File: config.mk
export PLATFORM = sky130hd
export DESIGN_NAME = lru_page_cache
export DESIGN_NICKNAME = d
export VERILOG_FILES = /design/src/lpc_pkg.sv /design/src/lpc_cell.sv /design/src/lru_page_cache.sv
export SDC_FILE = /design/constraint.sdc
export NUM_CORES = 1
export LEC_CHECK = 0
export ABC_AREA = 1
export BUFFER_PORTS_ARGS = -buffer_cell sky130_fd_sc_hd__buf_2
export CAP_MARGIN = 15
export CELL_PAD_IN_SITES_DETAIL_PLACEMENT = 1
export CELL_PAD_IN_SITES_GLOBAL_PLACEMENT = 2
export CORE_MARGIN = 2
export CORE_UTILIZATION = 35
export DETAILED_ROUTE_END_ITERATION = 8
export PLACE_DENSITY_LB_ADDON = 0.1
export SYNTH_ARGS = -nofsm -noshare
export SYNTH_HDL_FRONTEND = slang
export SYNTH_SLANG_ARGS = --single-unit
File: constraint.sdc
create_clock -name clk -period 4.65 [get_ports clk]
set_input_delay 0 -clock clk [delete_from_list [all_inputs] [get_ports clk]]
set_output_delay 0 -clock clk [all_outputs]
set_load 0.005 [all_outputs]
File: src/lpc_pkg.sv
package lpc_pkg;

	localparam int ENTRIES   = 16;
	localparam int PAGE_BITS = 32;

	localparam int IDX_W  = (ENTRIES > 1) ? $clog2(ENTRIES) : 1;
	localparam int CNT_W  = $clog2(ENTRIES + 1);
	localparam int CAP_W  = 5;
	localparam int OCC_W  = 5;
	localparam int IN_W   = 32;
	localparam int OUT_W  = 8;

	localparam logic [CAP_W-1:0] CAP_RESET = CAP_W'(16);

	typedef logic [PAGE_BITS-1:0] page_t;

	// Broadcast from the control logic to every cell of the row.
	typedef struct packed {
		logic             load;
		logic             hit;
		logic [IDX_W-1:0] last;
	} cell_ctl_t;

endpackage

File: src/lpc_cell.sv
module lpc_cell (
	input  logic                     clk,
	input  logic                     arst_n,
	input  logic [lpc_pkg::IDX_W-1:0] idx,
	input  lpc_pkg::page_t           page,
	input  lpc_pkg::page_t           up_page,
	input  logic                     up_chain,
	input  lpc_pkg::cell_ctl_t       ctl,
	output lpc_pkg::page_t           page_out,
	output logic                     valid_out,
	output logic                     match,
	output logic                     chain_out
);

	lpc_pkg::page_t page_q;
	logic           valid_q;
	logic           shift;

	assign match     = valid_q && (page_q == page);
	assign chain_out = up_chain | match;
	assign page_out  = page_q;
	assign valid_out = valid_q;

	// On a hit only the cells above the matching one move down; on a miss
	// every cell up to the new least-recent slot moves down.
	assign shift = ctl.hit ? !up_chain : (idx <= ctl.last);

	always_ff @(posedge clk) begin
		if (ctl.load && shift) begin
			page_q <= up_page;
		end
	end

	always_ff @(posedge clk or negedge arst_n) begin
		if (!arst_n) begin
			valid_q <= 1'b0;
		end else if (ctl.load && !ctl.hit) begin
			valid_q <= (idx <= ctl.last);
		end
	end

endmodule

File: src/lru_page_cache.sv
// Fully associative LRU page cache. Each request on the s_ side carries one
// page number; each result on the m_ side reports a hit flag and the number
// of pages held after the access. The pages sit in a row of cells ordered
// from most recent to least recent; every cell compares its page in the same
// cycle and a match ripples down the row to decide which cells shift. One
// request is taken per clock cycle unless a result waits unaccepted in the
// output register, where each result is registered; the tag compare plus the
// ripple through all ENTRIES cells sets the clock period. The capacity register
// may be written only while no request is in flight; values of zero act as one
// and values above the built depth act as the depth.
module lru_page_cache (
	input  logic                       clk,
	input  logic                       arst_n,
	input  logic                       cfg_we,
	input  logic [lpc_pkg::CAP_W-1:0]  cfg_wdata,   // capacity
	input  logic                       s_tvalid,
	output logic                       s_tready,
	input  logic [lpc_pkg::IN_W-1:0]   s_tdata,     // [31:0] page_number
	output logic                       m_tvalid,
	input  logic                       m_tready,
	output logic [lpc_pkg::OUT_W-1:0]  m_tdata      // [0] hit, [5:1] occupancy, [7:6] zero
);

	logic [lpc_pkg::CAP_W-1:0] capacity_q;
	logic [lpc_pkg::CNT_W-1:0] fill_count_q;
	logic                      m_tvalid_q;
	logic                      hit_q;
	logic [lpc_pkg::OCC_W-1:0] occupancy_q;

	lpc_pkg::page_t            page_in;
	lpc_pkg::page_t            page_chain [lpc_pkg::ENTRIES+1];
	logic [lpc_pkg::ENTRIES:0] chain;
	logic [lpc_pkg::ENTRIES-1:0] valid_vec;
	logic [lpc_pkg::ENTRIES-1:0] match_vec;
	lpc_pkg::cell_ctl_t        ctl;

	logic                      accept;
	logic                      hit;
	logic [lpc_pkg::CNT_W-1:0] eff_cap;
	logic [lpc_pkg::CNT_W-1:0] last_slot;
	logic [lpc_pkg::CNT_W-1:0] fill_next;

	assign s_tready = !m_tvalid_q || m_tready;
	assign accept   = s_tvalid && s_tready;
	assign page_in  = lpc_pkg::PAGE_BITS'(s_tdata);

	assign page_chain[0] = page_in;
	assign chain[0]      = 1'b0;

	genvar k;
	generate
		for (k = 0; k < lpc_pkg::ENTRIES; k++) begin : g_cell
			lpc_cell u_cell (
				.clk       (clk),
				.arst_n    (arst_n),
				.idx       (lpc_pkg::IDX_W'(k)),
				.page      (page_in),
				.up_page   (page_chain[k]),
				.up_chain  (chain[k]),
				.ctl       (ctl),
				.page_out  (page_chain[k+1]),
				.valid_out (valid_vec[k]),
				.match     (match_vec[k]),
				.chain_out (chain[k+1])
			);
		end
	endgenerate

	assign hit = chain[lpc_pkg::ENTRIES];

	always_comb begin
		if (capacity_q == '0) begin
			eff_cap = lpc_pkg::CNT_W'(1);
		end else if (int'(capacity_q) > lpc_pkg::ENTRIES) begin
			eff_cap = lpc_pkg::CNT_W'(lpc_pkg::ENTRIES);
		end else begin
			eff_cap = lpc_pkg::CNT_W'(capacity_q);
		end
		// A miss with the cache full (or over a lowered capacity) drops the
		// least recent pages so that the shifted row ends at the last usable slot.
		if (fill_count_q >= eff_cap) begin
			last_slot = eff_cap - lpc_pkg::CNT_W'(1);
		end else begin
			last_slot = fill_count_q;
		end
		fill_next = hit ? fill_count_q : last_slot + lpc_pkg::CNT_W'(1);
	end

	assign ctl.load = accept;
	assign ctl.hit  = hit;
	assign ctl.last = lpc_pkg::IDX_W'(last_slot);

	always_ff @(posedge clk or negedge arst_n) begin
		if (!arst_n) begin
			capacity_q   <= lpc_pkg::CAP_RESET;
			fill_count_q <= '0;
			m_tvalid_q   <= 1'b0;
		end else begin
			if (cfg_we) begin
				capacity_q <= cfg_wdata;
			end
			if (accept) begin
				fill_count_q <= fill_next;
				m_tvalid_q   <= 1'b1;
			end else if (m_tready) begin
				m_tvalid_q <= 1'b0;
			end
		end
	end

	always_ff @(posedge clk) begin
		if (accept) begin
			hit_q       <= hit;
			occupancy_q <= lpc_pkg::OCC_W'(fill_next);
		end
	end

	assign m_tvalid = m_tvalid_q;
	assign m_tdata  = {(lpc_pkg::OUT_W - lpc_pkg::OCC_W - 1)'(0), occupancy_q, hit_q};

	// Valid cells always form a prefix whose length is the fill count.
	a_fill_matches_valid: assert property (@(posedge clk) disable iff (!arst_n)
		$countones(valid_vec) == int'(fill_count_q))
		else $error("valid cells disagree with fill count");

	// A page is held in at most one cell.
	a_single_match: assert property (@(posedge clk) disable iff (!arst_n)
		$onehot0(match_vec))
		else $error("page matched in more than one cell");

	// A hit leaves the occupancy unchanged.
	a_hit_keeps_fill: assert property (@(posedge clk) disable iff (!arst_n)
		accept && hit |=> fill_count_q == $past(fill_count_q))
		else $error("hit changed occupancy");

	// After any request the cache holds at least one page.
	a_nonempty: assert property (@(posedge clk) disable iff (!arst_n)
		accept |=> fill_count_q != '0 && valid_vec[0])
		else $error("cache empty after a request");

	// The reported occupancy never exceeds the built depth.
	a_fill_bound: assert property (@(posedge clk) disable iff (!arst_n)
		int'(fill_count_q) <= lpc_pkg::ENTRIES)
		else $error("fill count beyond depth");

endmodule

-- Word-level counts from Yosys, hierarchy flattened
Cells that the tools add are included.
- bits in registers: 545
- input bits: 42
- output and inout bits: 10
- word-level logic and storage cells: 164
- add/subtract/negate cells: 2
- order comparisons: 18
- eq/ne operators: 16
- muxes and demuxes: 22
- bitwise logic cells: 15
- reduce and logical (&&, ||, !) cells: 54
- operators with widths (kind ; count):
    $eq 32x32->1 ; 16
    $logic_and 1x1->1 ; 34
    $le 4x4->1 const A ; 8
    $mux 5 ; 4
    $mux 1 ; 18
    $logic_not 1->1 ; 17
    $le 3x4->1 const A ; 4
    $or 1x1->1 ; 15
    $le 1x4->1 const A ; 2
    $le 2x4->1 const A ; 2
    $add 5x1->5 const B ; 1
    $ge 5x5->1 ; 1
    $gt 5x5->1 const B ; 1
    $logic_not 5->1 ; 1
    $sub 5x1->5 const B ; 1
    $reduce_bool 2->1 ; 1
    $logic_or 1x1->1 ; 1

-- Longest topological paths before layout
Gate-level depths: netlist of run 1.
- depth after elaboration: 19
- gate-level depth with buffers: 22
- gate-level depth less buffers: 22

-- Cells and area by module
Synthesis of run 1 repeated with hierarchy kept, for this count alone.
- cell total of the unflattened synthesis: 4231
- area, all modules: 32778.9 µm²
- by module, submodules not included (module ; instances ; cells each ; area an instance (µm²) ; sequential area each (µm²)):
    lpc_cell ; 16 ; 256 ; 1980.6 ; 985.9
    lru_page_cache ; 1 ; 135 ; 1088.5 ; 456.7

-- Worst setup path before layout of run 1
OpenSTA, ideal clock, no wires.
- kind: flip-flop to flip-flop
- start: register capacity_q[4] (netlist bit)
- end: register g_cell[2].u_cell.page_q[0] (enable)
- library setup time: 0.425 ns
- data arrival time: 4.069 ns
- required time: 4.225 ns
- setup slack: 0.156 ns
- cell stages (with the launch flop): 17
- path buffers: 0
- period minus slack after synthesis: 4.494 ns
- cells stage by stage: dfstp_2 -> inv_1 -> a21oi_1 -> inv_1 -> nand2_1 -> ha_1 -> o21a_1 -> o21a_1 -> o21a_1 -> o21ai_1 -> nand2_2 -> o21ai_1 -> ha_1 -> nor2_1 -> nand2_1 -> inv_1 -> o21ai_1
- cells in the longest elaborated chain, start to end: 8
- elaborated cells between the ends (all ways): 10
- classes of those cells: add/sub: 1; order compare: 3; mux: 4; reduce/logical: 2
- ends and longest elaborated chain (element ; line ; source):
    from (decl) ; lru_page_cache.sv:24 ; logic [lpc_pkg::CAP_W-1:0] capacity_q;
    from (signal assigned) ; lru_page_cache.sv:95 ; capacity_q <= lpc_pkg::CAP_RESET;
    from (signal assigned) ; lru_page_cache.sv:100 ; capacity_q <= cfg_wdata;
    $gt 5x5->1 ; lru_page_cache.sv:74 ; end else if (int'(capacity_q) > lpc_pkg::ENTRIES) begin
    $mux 5 ; lru_page_cache.sv:74 ;
    $mux 5 (*) ; lru_page_cache.sv:72 ; if (capacity_q == '0) begin
    $sub 5x1->5 / $ge 5x5->1 (equally long branches) ; lru_page_cache.sv:82, lru_page_cache.sv:81 ;
    $mux 5 (*) ; lru_page_cache.sv:81 ; if (fill_count_q >= eff_cap) begin
    $le 2x4->1 (*) ; lpc_cell.sv:26 ; assign shift = ctl.hit ? !up_chain : (idx <= ctl.last);
    $mux 1 (*) ; lpc_cell.sv:26 ;
    $logic_and 1x1->1 (*) ; lpc_cell.sv:29 ; if (ctl.load && shift) begin
    to (signal assigned) ; lpc_cell.sv:30 ; page_q <= up_page;
    to (decl) ; lpc_cell.sv:15 ; lpc_pkg::page_t page_q;
Every way passes the cells marked *; elsewhere a longest branch is shown, timed or not.
A chain may end at the register's enable or synchronous reset.

-- Final worst setup path of run 1
- start: register capacity_q[2] (netlist bit)
- end: register g_cell[15].u_cell.page_q[23] (enable)
- cells in the longest elaborated chain, start to end: 8
- elaborated cells between the ends (all ways): 10
- classes of those cells: add/sub: 1; order compare: 3; mux: 4; reduce/logical: 2
- ends and longest elaborated chain (element ; line):
    $gt 5x5->1 ; lru_page_cache.sv:74
    $mux 5 ; lru_page_cache.sv:74
    $mux 5 (*) ; lru_page_cache.sv:72
    $sub 5x1->5 / $ge 5x5->1 (equally long branches) ; lru_page_cache.sv:82, lru_page_cache.sv:81
    $mux 5 (*) ; lru_page_cache.sv:81
    $le 4x4->1 (*) ; lpc_cell.sv:26
    $mux 1 (*) ; lpc_cell.sv:26
    $logic_and 1x1->1 (*) ; lpc_cell.sv:29
    to (signal assigned) ; lpc_cell.sv:30
    to (decl) ; lpc_cell.sv:15
Marked as above.

==> run metrics, run 1 <==
Worst Path Max Fanout=32; ys async rst share=0.04954; CP arrival=4310 ps; reg2reg start=capacity_q[2]; Pwr Density=552.9 nW/µm²; max cap viols=0; CP Capture Point=g_cell[15].u_cell.page_out[23]; RD Place Congestion=0.8548; Mapped Avg Cell Area=11.62 µm²; initial antenna violation count=6; DIE HEIGHT=269.3 µm; Clock Latency Late Sink=610 ps; Setup violations, final=0; cell family with most CP delay=compound AO/OA/AOI/OAI gates; share of layout cells above drive strength 1=0.1236; Netlist cell types=58; Critical Path Max Stage Delay=approximately 460 ps; R2R Setup Slk=590 ps; most frequent cells in the layout=edfxtp_1, nand2_1, nor2_1; Die ar.=72,500 µm²; DRC viols=0; CTS Buf Count=66; Post-synth EDFFs=518; violated checks=negative hold slack; area of the mapped netlist=24,620 µm²; die width=269.3 µm; most used cell, CP=nand2_1; Worst R2R End=g_cell[15].u_cell.page_out[23]; nets@finish=2,305; DP Wirelength=67.45 mm; Seq/Total Area, Yosys=0.6592; Design Area, Final=between 20,000 and 30,000 µm²; area grow syn2layout=15.81%; Yosys Warn Count=0; Buf/Inv on CP=4; register clock-pin slew on the reported worst setup and hold paths=60 ps; DR iter-0 viols=1,352; Site Rows=a little under 100; most common cell after layout, fill and taps aside=edfxtp_1; WL per Instance=about 29 µm; Core ar.=between 60,000 and 70,000 µm²; maximum VDD drop=261.2 µV; GRT Resource Usage Total=0.2568; part of the cycle the worst path needs=0.8734; antenna cells=0; CTS Buffer Depth=3; gate count after technology mapping=about 2,100; Vias=17,228; Filler cells=7,479; Tightest Hold Check Type=in2async; Final Slew Violations=0; largest net degree at the start of global routing=41; Reg2Reg Depth=20; vias per inst=about 5.3; initial core utilization=0.3529; Worst Setup End Kind=flip-flop; Lkg Pwr=10.47 nW; skew final=32.07 ps; post-layout min period=roughly 4000 ps; f_max=246.2 MHz; Min Hold Slack=-2.910 ps; Synth Register Bits=545; actual slew at the worst max-slew pin=880.4 ps; Stages on worst setup path=20; status=finished with violations; Critical Path Start=capacity_q[2]; CTS tree=done; Critical Path Start Type=flip-flop; final number of hold-violating endpoints=1; I/O Pins=52; H-tree lvl count=3; Overflow after GRT=0; WS Path Type=reg2reg; WL final=93.28 mm; Slew HR=0.4122; worst-path cell with the longest stage delay=o21ai_1; CP Cell Sequence=nor2_1, nand2_1, inv_1, a21oi_1, inv_1, nand2_1, ha_1, o21a_1, o21a_1, o21a_1, o21ai_1, nand2_2, o21ai_1, ha_1, inv_1, nor2_1, nand2_1, nand2_1, and3_1, buf_4; CTS root buffer=clkbuf_16; worst path required time=4900 ps; global-route wire length before repair=around 130 mm; first-pass detailed-route iteration total=5; DP Area=25,900 µm²; I/O Buffers=~50; vias in the first global route=around 18,000; unrepaired setup endpoints after global routing=false; Clock Sinks=545; post-route ant nets=0; final setup TNS=0 ps; Post-synth top flop=edfxtp_1
[worst reg2reg max path, cell delays in order (launching register included)]
cell     delay (ps)
dfrtp_1         400
nor2_1          160
nand2_1          90
inv_1            60
a21oi_1          70
inv_1            70
nand2_1          90
ha_1            280
o21a_1          120
o21a_1          160
o21a_1          160
o21ai_1         140
nand2_2         140
o21ai_1         460
ha_1            330
inv_1            70
nor2_1          130
nand2_1         120
nand2_1          80
and3_1          170
buf_4           400
[cells by family (layout without fill, tap and decap cells)]
family | Yosys count | after routing | share of synthesized area
multiplexers | 1 | 1 | 0.0004573
AO/OA/AOI/OAI | 308 | 308 | 0.08053
buffers and inverters | 270 | 454 | 0.05279
AND/OR/NAND/NOR | 837 | 837 | 0.1495
XOR/XNOR | 150 | 150 | 0.05335
adder cells (fa/ha/maj) | 8 | 8 | 0.004065
other | 1 | 2 | 0.0001523
flip-flops | 545 | 545 | 0.6592
[sequential cells by signal, indices dropped and copies added, names as in the netlist]
signal / cells
capacity_q: 5
fill_count_q: 5
g_cell.u_cell.page_out: 512
g_cell.u_cell.valid_out: 16
hit_q: 1
m_tvalid: 1
occupancy_q: 5
[area by class of cell]
| type | count | area, µm² | share of cell area |
|---|---|---|---|
| clock buffer | 76 | 1742 | 0.06107 |
| clock inverter | 42 | 377.9 | 0.01325 |
| inverter | 185 | 694.4 | 0.02435 |
| multi-input combinational | 1306 | 7153 | 0.2508 |
| sequential | 545 | 16230 | 0.5692 |
| tap | 940 | 1176 | 0.04124 |
| timing repair buffer | 151 | 1144 | 0.04010 |
[worst min-delay path by stage]
stage          slack, ps                             to
2_1_floorplan       -300                  capacity_q[0]
3_3_place_gp         100                       m_tvalid
3_5_place_dp          90                       m_tvalid
4_1_cts               10                       m_tvalid
5_1_grt               20  g_cell[0].u_cell.page_out[30]
6_report              -3                       m_tvalid
[where the power goes]
group,internal [mW],total (mW),switching (mW)
clock,3.02,5.17,2.14
combinational,0.883,2.70,1.82
sequential,6.91,7.90,0.985
[per-stage QoR]
stage | cells | setup slack [ps] | hold slack [ps] | utilization | power (mW)
after floorplan | 2121 | 156.0 | -295.6 | - | 9.265
after global placement | 3078 | 619.1 | 95.79 | 0.3711 | 10.61
after detailed placement | 3078 | 540.4 | 90.57 | 0.3711 | 10.68
after CTS | 3244 | 542.8 | 11.15 | 0.4084 | 15.88
after global routing | 3245 | 200.2 | 20.64 | 0.4087 | 16.41
final | 3245 | 588.5 | -2.910 | 0.4087 | 15.77
[Yosys cell counts, types with 3 or more instances]
library cell	instances	area [µm²]
a211oi_1	18	135.1
a21oi_1	10	50.05
a221oi_1	17	148.9
a22o_1	28	245.2
and3_1	4	25.02
buf_2	31	155.2
buf_4	26	195.2
buf_6	20	225.2
clkbuf_1	7	26.28
dfrtp_1	26	650.6
edfxtp_1	518	15550
ha_1	8	100.1
inv_1	153	574.3
inv_2	30	112.6
nand2_1	474	1779
nand3_1	55	275.3
nand3_2	4	40.04
nand3b_1	9	67.56
nand4_1	50	312.8
nand4_2	4	50.05
nor2_1	160	600.6
nor2_2	6	37.54
nor3_1	16	80.08
nor4_1	19	118.9
nor4b_1	3	26.28
o2111ai_1	3	26.28
o21a_1	4	30.03
o21ai_0	94	470.5
o21ai_1	36	180.2
o21ai_2	13	113.9
o22ai_1	72	450.4
or2_0	7	43.79
or2_2	13	81.33
xnor2_1	120	1051
xor2_1	30	262.8
[per-layer routing]
metal	GRT usage	vias up	routed length (µm)	share of wire
li1	-	7723	-	-
met1	0.3223	8879	38930	0.42
met2	0.4445	459	46220	0.50
met3	0.03251	167	3759	0.040
met4	0.1127	0	4364	0.047
met5	0	-	0	0
[what timing repair did]
item / 4_1_cts / 5_1_grt
hold buffers: 48 / 0
gates resized for setup: 0 / 0
setup buffers: 0 / 0
endpoints found under the hold margin: 64 / 0
(Power assumes the default switching activity.)
==> inputs of run 2 (changes only) <==
Settings changed: SYNTH_HIERARCHICAL from default to 1.
==> run metrics, run 2 <==
Final Slew Violations=0 (unchanged); max reg flops=512 (unchanged); CTS Buf Count=66 (unchanged); Clock Latency Late Sink=600 ps (was 610 ps); nets@finish=3,852 (was 2,305); part of the cycle the worst path needs=0.8968 (was 0.8734); H-tree lvl count=3 (unchanged); CTS Buffer Depth=3 (unchanged); post-layout min period=4170 ps (was 4062 ps); WL final=72.19 mm (was 93.28 mm); DP Area=31,570 µm² (was 25,900 µm²); worst path required time=4950 ps (was 4900 ps); most frequent cells in the layout=nand2_1, inv_1, edfxtp_1 (was edfxtp_1, nand2_1, nor2_1); Site Rows=105 (was 97); initial core utilization=0.3538 (was 0.3529); initial antenna violation count=0 (was 6); Critical Path Start Type=flip-flop (unchanged); register clock-pin slew on the reported worst setup and hold paths=60 ps (about the same); global-route wire length before repair=112.9 mm (was 133.1 mm); Clock Sinks=545 (unchanged); R2R Setup Slk=480 ps (was 590 ps); Reg2Reg Depth=45 (was 20); I/O Buffers=49 (unchanged); f_max=239.8 MHz (was 246.2 MHz); DP Wirelength=53.75 mm (was 67.45 mm); worst-path cell with the longest stage delay=edfxtp_1 (was o21ai_1); most used cell, CP=nand2_1 (unchanged); Pwr Density=473.2 nW/µm² (was 552.9 nW/µm²); status=complete, no violations (was finished with violations); vias in the first global route=22,630 (was 17,923); die width=292.3 µm (was 269.3 µm); Worst Setup End Kind=flip-flop (unchanged); share of layout cells above drive strength 1=0.08639 (was 0.1236); first-pass detailed-route iteration total=4 (was 5); DIE HEIGHT=292.3 µm (was 269.3 µm); actual slew at the worst max-slew pin=891.5 ps (was 880.4 ps); Mapped Avg Cell Area=8.480 µm² (was 11.62 µm²); post-route ant nets=0 (unchanged); vias per inst=4.368 (was 5.309); largest net degree at the start of global routing=47 (was 41); Yosys Warn Count=6 (was 0); Slew HR=0.4042 (was 0.4122); Overflow after GRT=0 (unchanged); most common cell after layout, fill and taps aside=nand2_1 (was edfxtp_1); Worst Path Max Fanout=8 (was 32); Critical Path Max Stage Delay=400 ps (was 460 ps); gate count after technology mapping=3,431 (was 2,120); max cap viols=0 (unchanged); area of the mapped netlist=29,100 µm² (was 24,620 µm²); Core ar.=82,240 µm² (was 69,790 µm²); Design Area, Final=34,580 µm² (was 28,520 µm²); I/O Pins=52 (unchanged); CP arrival=4470 ps (was 4310 ps); final number of hold-violating endpoints=0 (was 1); Tightest Hold Check Type=in2async (unchanged); Lkg Pwr=16.95 nW (was 10.47 nW); DRC viols=0 (unchanged); area grow syn2layout=18.86% (was 15.81%); Die ar.=85,450 µm² (was 72,500 µm²); WS Path Type=reg2reg (unchanged); CTS root buffer=clkbuf_16 (unchanged); Vias=21,213 (was 17,228); Setup violations, final=0 (unchanged); skew final=28.83 ps (was 32.07 ps); maximum VDD drop=254.9 µV (was 261.2 µV); WL per Instance=14.87 µm (was 28.74 µm); GRT Resource Usage Total=0.1660 (was 0.2568); DR iter-0 viols=575 (was 1,352); total power=16.37 mW (was 15.77 mW); CTS tree=done (unchanged); RD Place Congestion=0.7635 (was 0.8548)
## run 2: layout make-up
cell class	count	area (µm²)
fill	9657	47660
sequential	545	16230
multi-input combinational	2029	9722
inverter	918	3446
timing repair buffer	180	1862
clock buffer	82	1753
tap	1070	1339
clock inverter	31	227.7
antenna	1	2.502
## run 2: power by group
part	switching [mW]	internal (mW)	total [mW]
registers	0.567	6.66	7.23
clock network	1.99	2.83	4.82
logic	2.68	1.64	4.32
## run 2: worst paths after layout
kind	startpoint	to
setup / recovery	g_cell[0].u_cell/page_out[21]	g_cell[12].u_cell/page_out[30]
setup reg to reg	g_cell[0].u_cell/page_out[21]	g_cell[12].u_cell/page_out[30]
max in group asynchronous	arst_n	g_cell[0].u_cell/valid_out
min in group clk	s_tdata[4]	g_cell[0].u_cell/page_out[4]
hold / removal	arst_n	g_cell[14].u_cell/valid_out
hold reg to reg	g_cell[0].u_cell/page_out[0]	g_cell[1].u_cell/page_out[0]
## run 2: critical path, delay by kind of cell (launching register included)
family / cells / cell delay (ps)
DFF: 1 / 400
buffers and inverters: 19 / 1520
and+or+nand+nor: 26 / 1910
## run 2: repair_timing
item,4_1_cts,5_1_grt
buffers inserted,0,2
hold buffers,49,0
endpoints found under the hold margin,67,0
endpoints found under the setup margin,0,515
gates resized for setup,0,35
## run 2: metal layers
metal  track usage  part of all wire  up-vias  wire length, µm
li1              -                 -    10864                -
met1        0.1978              0.43    10094            31230
met2        0.3078              0.52      158            37540
met3       0.02337             0.025       97             1804
met4       0.05116             0.022        0             1620
met5             0                 0        -                0
## run 2: per-stage QoR
step           setup slack (ps)  hold WS, ps  cells    util  TNS [ps]
6_report                  479.9        28.11   4856  0.4205         0
5_1_grt                  -36.74        90.06   4855  0.4205     -1121
3_3_place_gp              310.4        115.6   4670  0.3838         0
3_5_place_dp              280.3        118.3   4670  0.3838         0
4_1_cts                   257.0        31.44   4832  0.4139         0
2_1_floorplan             309.3       -295.6   3496       -         0
==> inputs of run 3 (changes only) <==
Settings changed: CORE_ASPECT_RATIO from default to 1.75.
Clock period 4.65 ns to 4 ns, I/O delays scaled along.
==> run metrics, run 3 (same netlist as run 2, synthesis figures left out) <==
status=finished with violations (was complete, no violations); violated checks=negative setup slack; most used cell, CP=nand2_2 (was nand2_1); worst path required time=4390 ps (was 4950 ps); Buf/Inv on CP=22 (was 19); CP arrival=4430 ps (was 4470 ps); register clock-pin slew on the reported worst setup and hold paths=60 ps (about the same); final number of hold-violating endpoints=0 (unchanged); Pint=13.47 mW (was 11.13 mW); I/O Buffers=49 (unchanged); Sequential Power Share=0.417 (was 0.442); Site Rows=139 (was 105); Worst R2R End=g_cell[13].u_cell/page_out[6] (was g_cell[12].u_cell/page_out[30]); Post-Place Worst Slack=-166.3 ps (was 280.3 ps); Lkg Pwr=18.42 nW (was 16.95 nW); Worst Path Max Fanout=21 (was 8); most common cell after layout, fill and taps aside=nand2_1 (unchanged); Vias=23,140 (was 21,213); CTS tree=done (unchanged); I/O Pins=52 (unchanged); vias in the first global route=25,526 (was 22,630); area grow syn2layout=28.67% (was 18.86%); WS Path Type=reg2reg (unchanged); die width=222.0 µm (was 292.3 µm); Non-Filler Instances=5,082 (was 4,856); skew final=33.84 ps (was 28.83 ps); clock share of power=0.257 (was 0.295); Pwr Density=547.2 nW/µm² (was 473.2 nW/µm²); RD Place Congestion=0.8316 (was 0.7635); nets@finish=4,088 (was 3,852); actual slew at the worst max-slew pin=1160 ps (was 891.5 ps); Slew HR=0.2219 (was 0.4042); vias per inst=4.553 (was 4.368); R2R Setup Slk=-40 ps (was 480 ps); Design Area, Final=37,440 µm² (was 34,580 µm²); most frequent cells in the layout=nand2_1, inv_1, edfxtp_1 (unchanged); GRT Resource Usage Total=0.2220 (was 0.1660); Filler cells=9,619 (was 9,657); WL per Instance=19.17 µm (was 14.87 µm); first-pass detailed-route iteration total=4 (unchanged); max cap viols=0 (unchanged); fin worst setup slack=-42.78 ps (was 479.9 ps); WL final=97.43 mm (was 72.19 mm); Reg area=16,230 µm² (unchanged); DP Area=32,920 µm² (was 31,570 µm²); H-tree lvl count=2 (was 3); Clock Latency Late Sink=650 ps (was 600 ps); initial antenna violation count=2 (was 0); Overflow after GRT=0 (unchanged); CTS Buffer Depth=3 (unchanged); initial core utilization=0.3537 (was 0.3538); Clock Sinks=545 (unchanged); DRC viols=0 (unchanged); Tightest Hold Check Type=in2async (unchanged); Final Core Density=0.4551 (was 0.4205); unrepaired setup endpoints after global routing=true; Multi-input gate area=10,130 µm² (was 9722 µm²); reg2reg start=g_cell[0].u_cell/page_out[5] (was g_cell[0].u_cell/page_out[21]); post-layout min period=4043 ps (was 4170 ps); Critical Path Start Type=flip-flop (unchanged); Critical Path Max Stage Delay=420 ps (was 400 ps); maximum VDD drop=358.6 µV (was 254.9 µV); Final Slew Violations=0 (unchanged); global-route wire length before repair=143.6 mm (was 112.9 mm); Min Hold Slack=37.71 ps (was 28.11 ps); part of the cycle the worst path needs=1.011 (was 0.8968); Worst Setup End Kind=flip-flop (unchanged); switch share=0.3425 (was 0.3201); CTS root buffer=clkbuf_16 (unchanged); share of layout cells above drive strength 1=0.1568 (was 0.08639); net load switching power=7.017 mW (was 5.238 mW); Reg2Reg Depth=43 (was 45); post-route ant nets=0 (unchanged); Setup violations, final=62 (was 0); worst-path cell with the longest stage delay=edfxtp_1 (unchanged); DP Wirelength=72.63 mm (was 53.75 mm); DR iter-0 viols=840 (was 575); max reg flops=512 (unchanged); DIE HEIGHT=385.4 µm (was 292.3 µm); placed insts=4,814 (was 4,670); CTS Buf Count=56 (was 66); cell family with most CP delay=buffers and inverters (was simple AND/OR/NAND/NOR gates); Die ar.=85,540 µm² (was 85,450 µm²); f_max=247.4 MHz (was 239.8 MHz); largest net degree at the start of global routing=33 (was 47); Core ar.=82,260 µm² (was 82,240 µm²); Combinational Power Share=0.326 (was 0.264)
[run 3: per-stage QoR]
stage | setup TNS, ps | total power [mW]
after floorplan | 0 | 11.55
after global placement | -116010 | 13.95
after detailed placement | -38930 | 14.34
after CTS | -6078 | 20.03
after global routing | -109260 | 21.77
final | -1407 | 20.49
[run 3: power groups by stage]
stage	clock network [mW]	registers [mW]	logic (mW)
finish	5.26	8.55	6.67
global placement	0	8.63	5.32
floorplan	0	8.31	3.24
detailed placement	0	8.67	5.67
CTS	5.40	8.56	6.07
global route	5.58	8.66	7.53
[run 3: how the worst max path moves through the flow]
stage | cells past startpoint | end | start
after floorplan | 43 | g_cell[0].u_cell/page_out[0] | g_cell[0].u_cell/page_out[13]
after global placement | 43 | g_cell[0].u_cell/page_out[23] | g_cell[0].u_cell/page_out[5]
after detailed placement | 43 | g_cell[0].u_cell/page_out[27] | g_cell[0].u_cell/page_out[5]
after CTS | 46 | g_cell[1].u_cell/page_out[27] | g_cell[0].u_cell/page_out[5]
after global routing | 46 | g_cell[1].u_cell/page_out[25] | g_cell[0].u_cell/page_out[23]
final | 43 | g_cell[13].u_cell/page_out[6] | g_cell[0].u_cell/page_out[5]
[run 3: repair_timing]
item	CTS	global route
hold endpoints to repair	67	0
buffers inserted	60	18
pin swaps	12	39
hold buffers	49	0
gates cloned	9	34
resized for setup	60	129
endpoints found under the setup margin	518	536
[run 3: cell type report]
| class | instances | share of cell area |
|---|---|---|
| clock inverters | 34 | 0.007253 |
| inverters | 918 | 0.09245 |
| repair buffers | 426 | 0.1204 |
| clock buffers | 71 | 0.04034 |
| diodes | 2 | 0.0001337 |
| multi-input cells | 2029 | 0.2706 |
| flip-flops and latches | 545 | 0.4336 |
| well taps | 1057 | 0.03533 |
[run 3: routing by layer]
metal | global-route usage | up-vias | wire length (µm)
met1 | 0.2106 | 11436 | 33720
met3 | 0.02882 | 141 | 2436
met2 | 0.4690 | 225 | 57320
li1 | - | 11338 | -
met5 | 0 | - | 0
met4 | 0.08734 | 0 | 3951
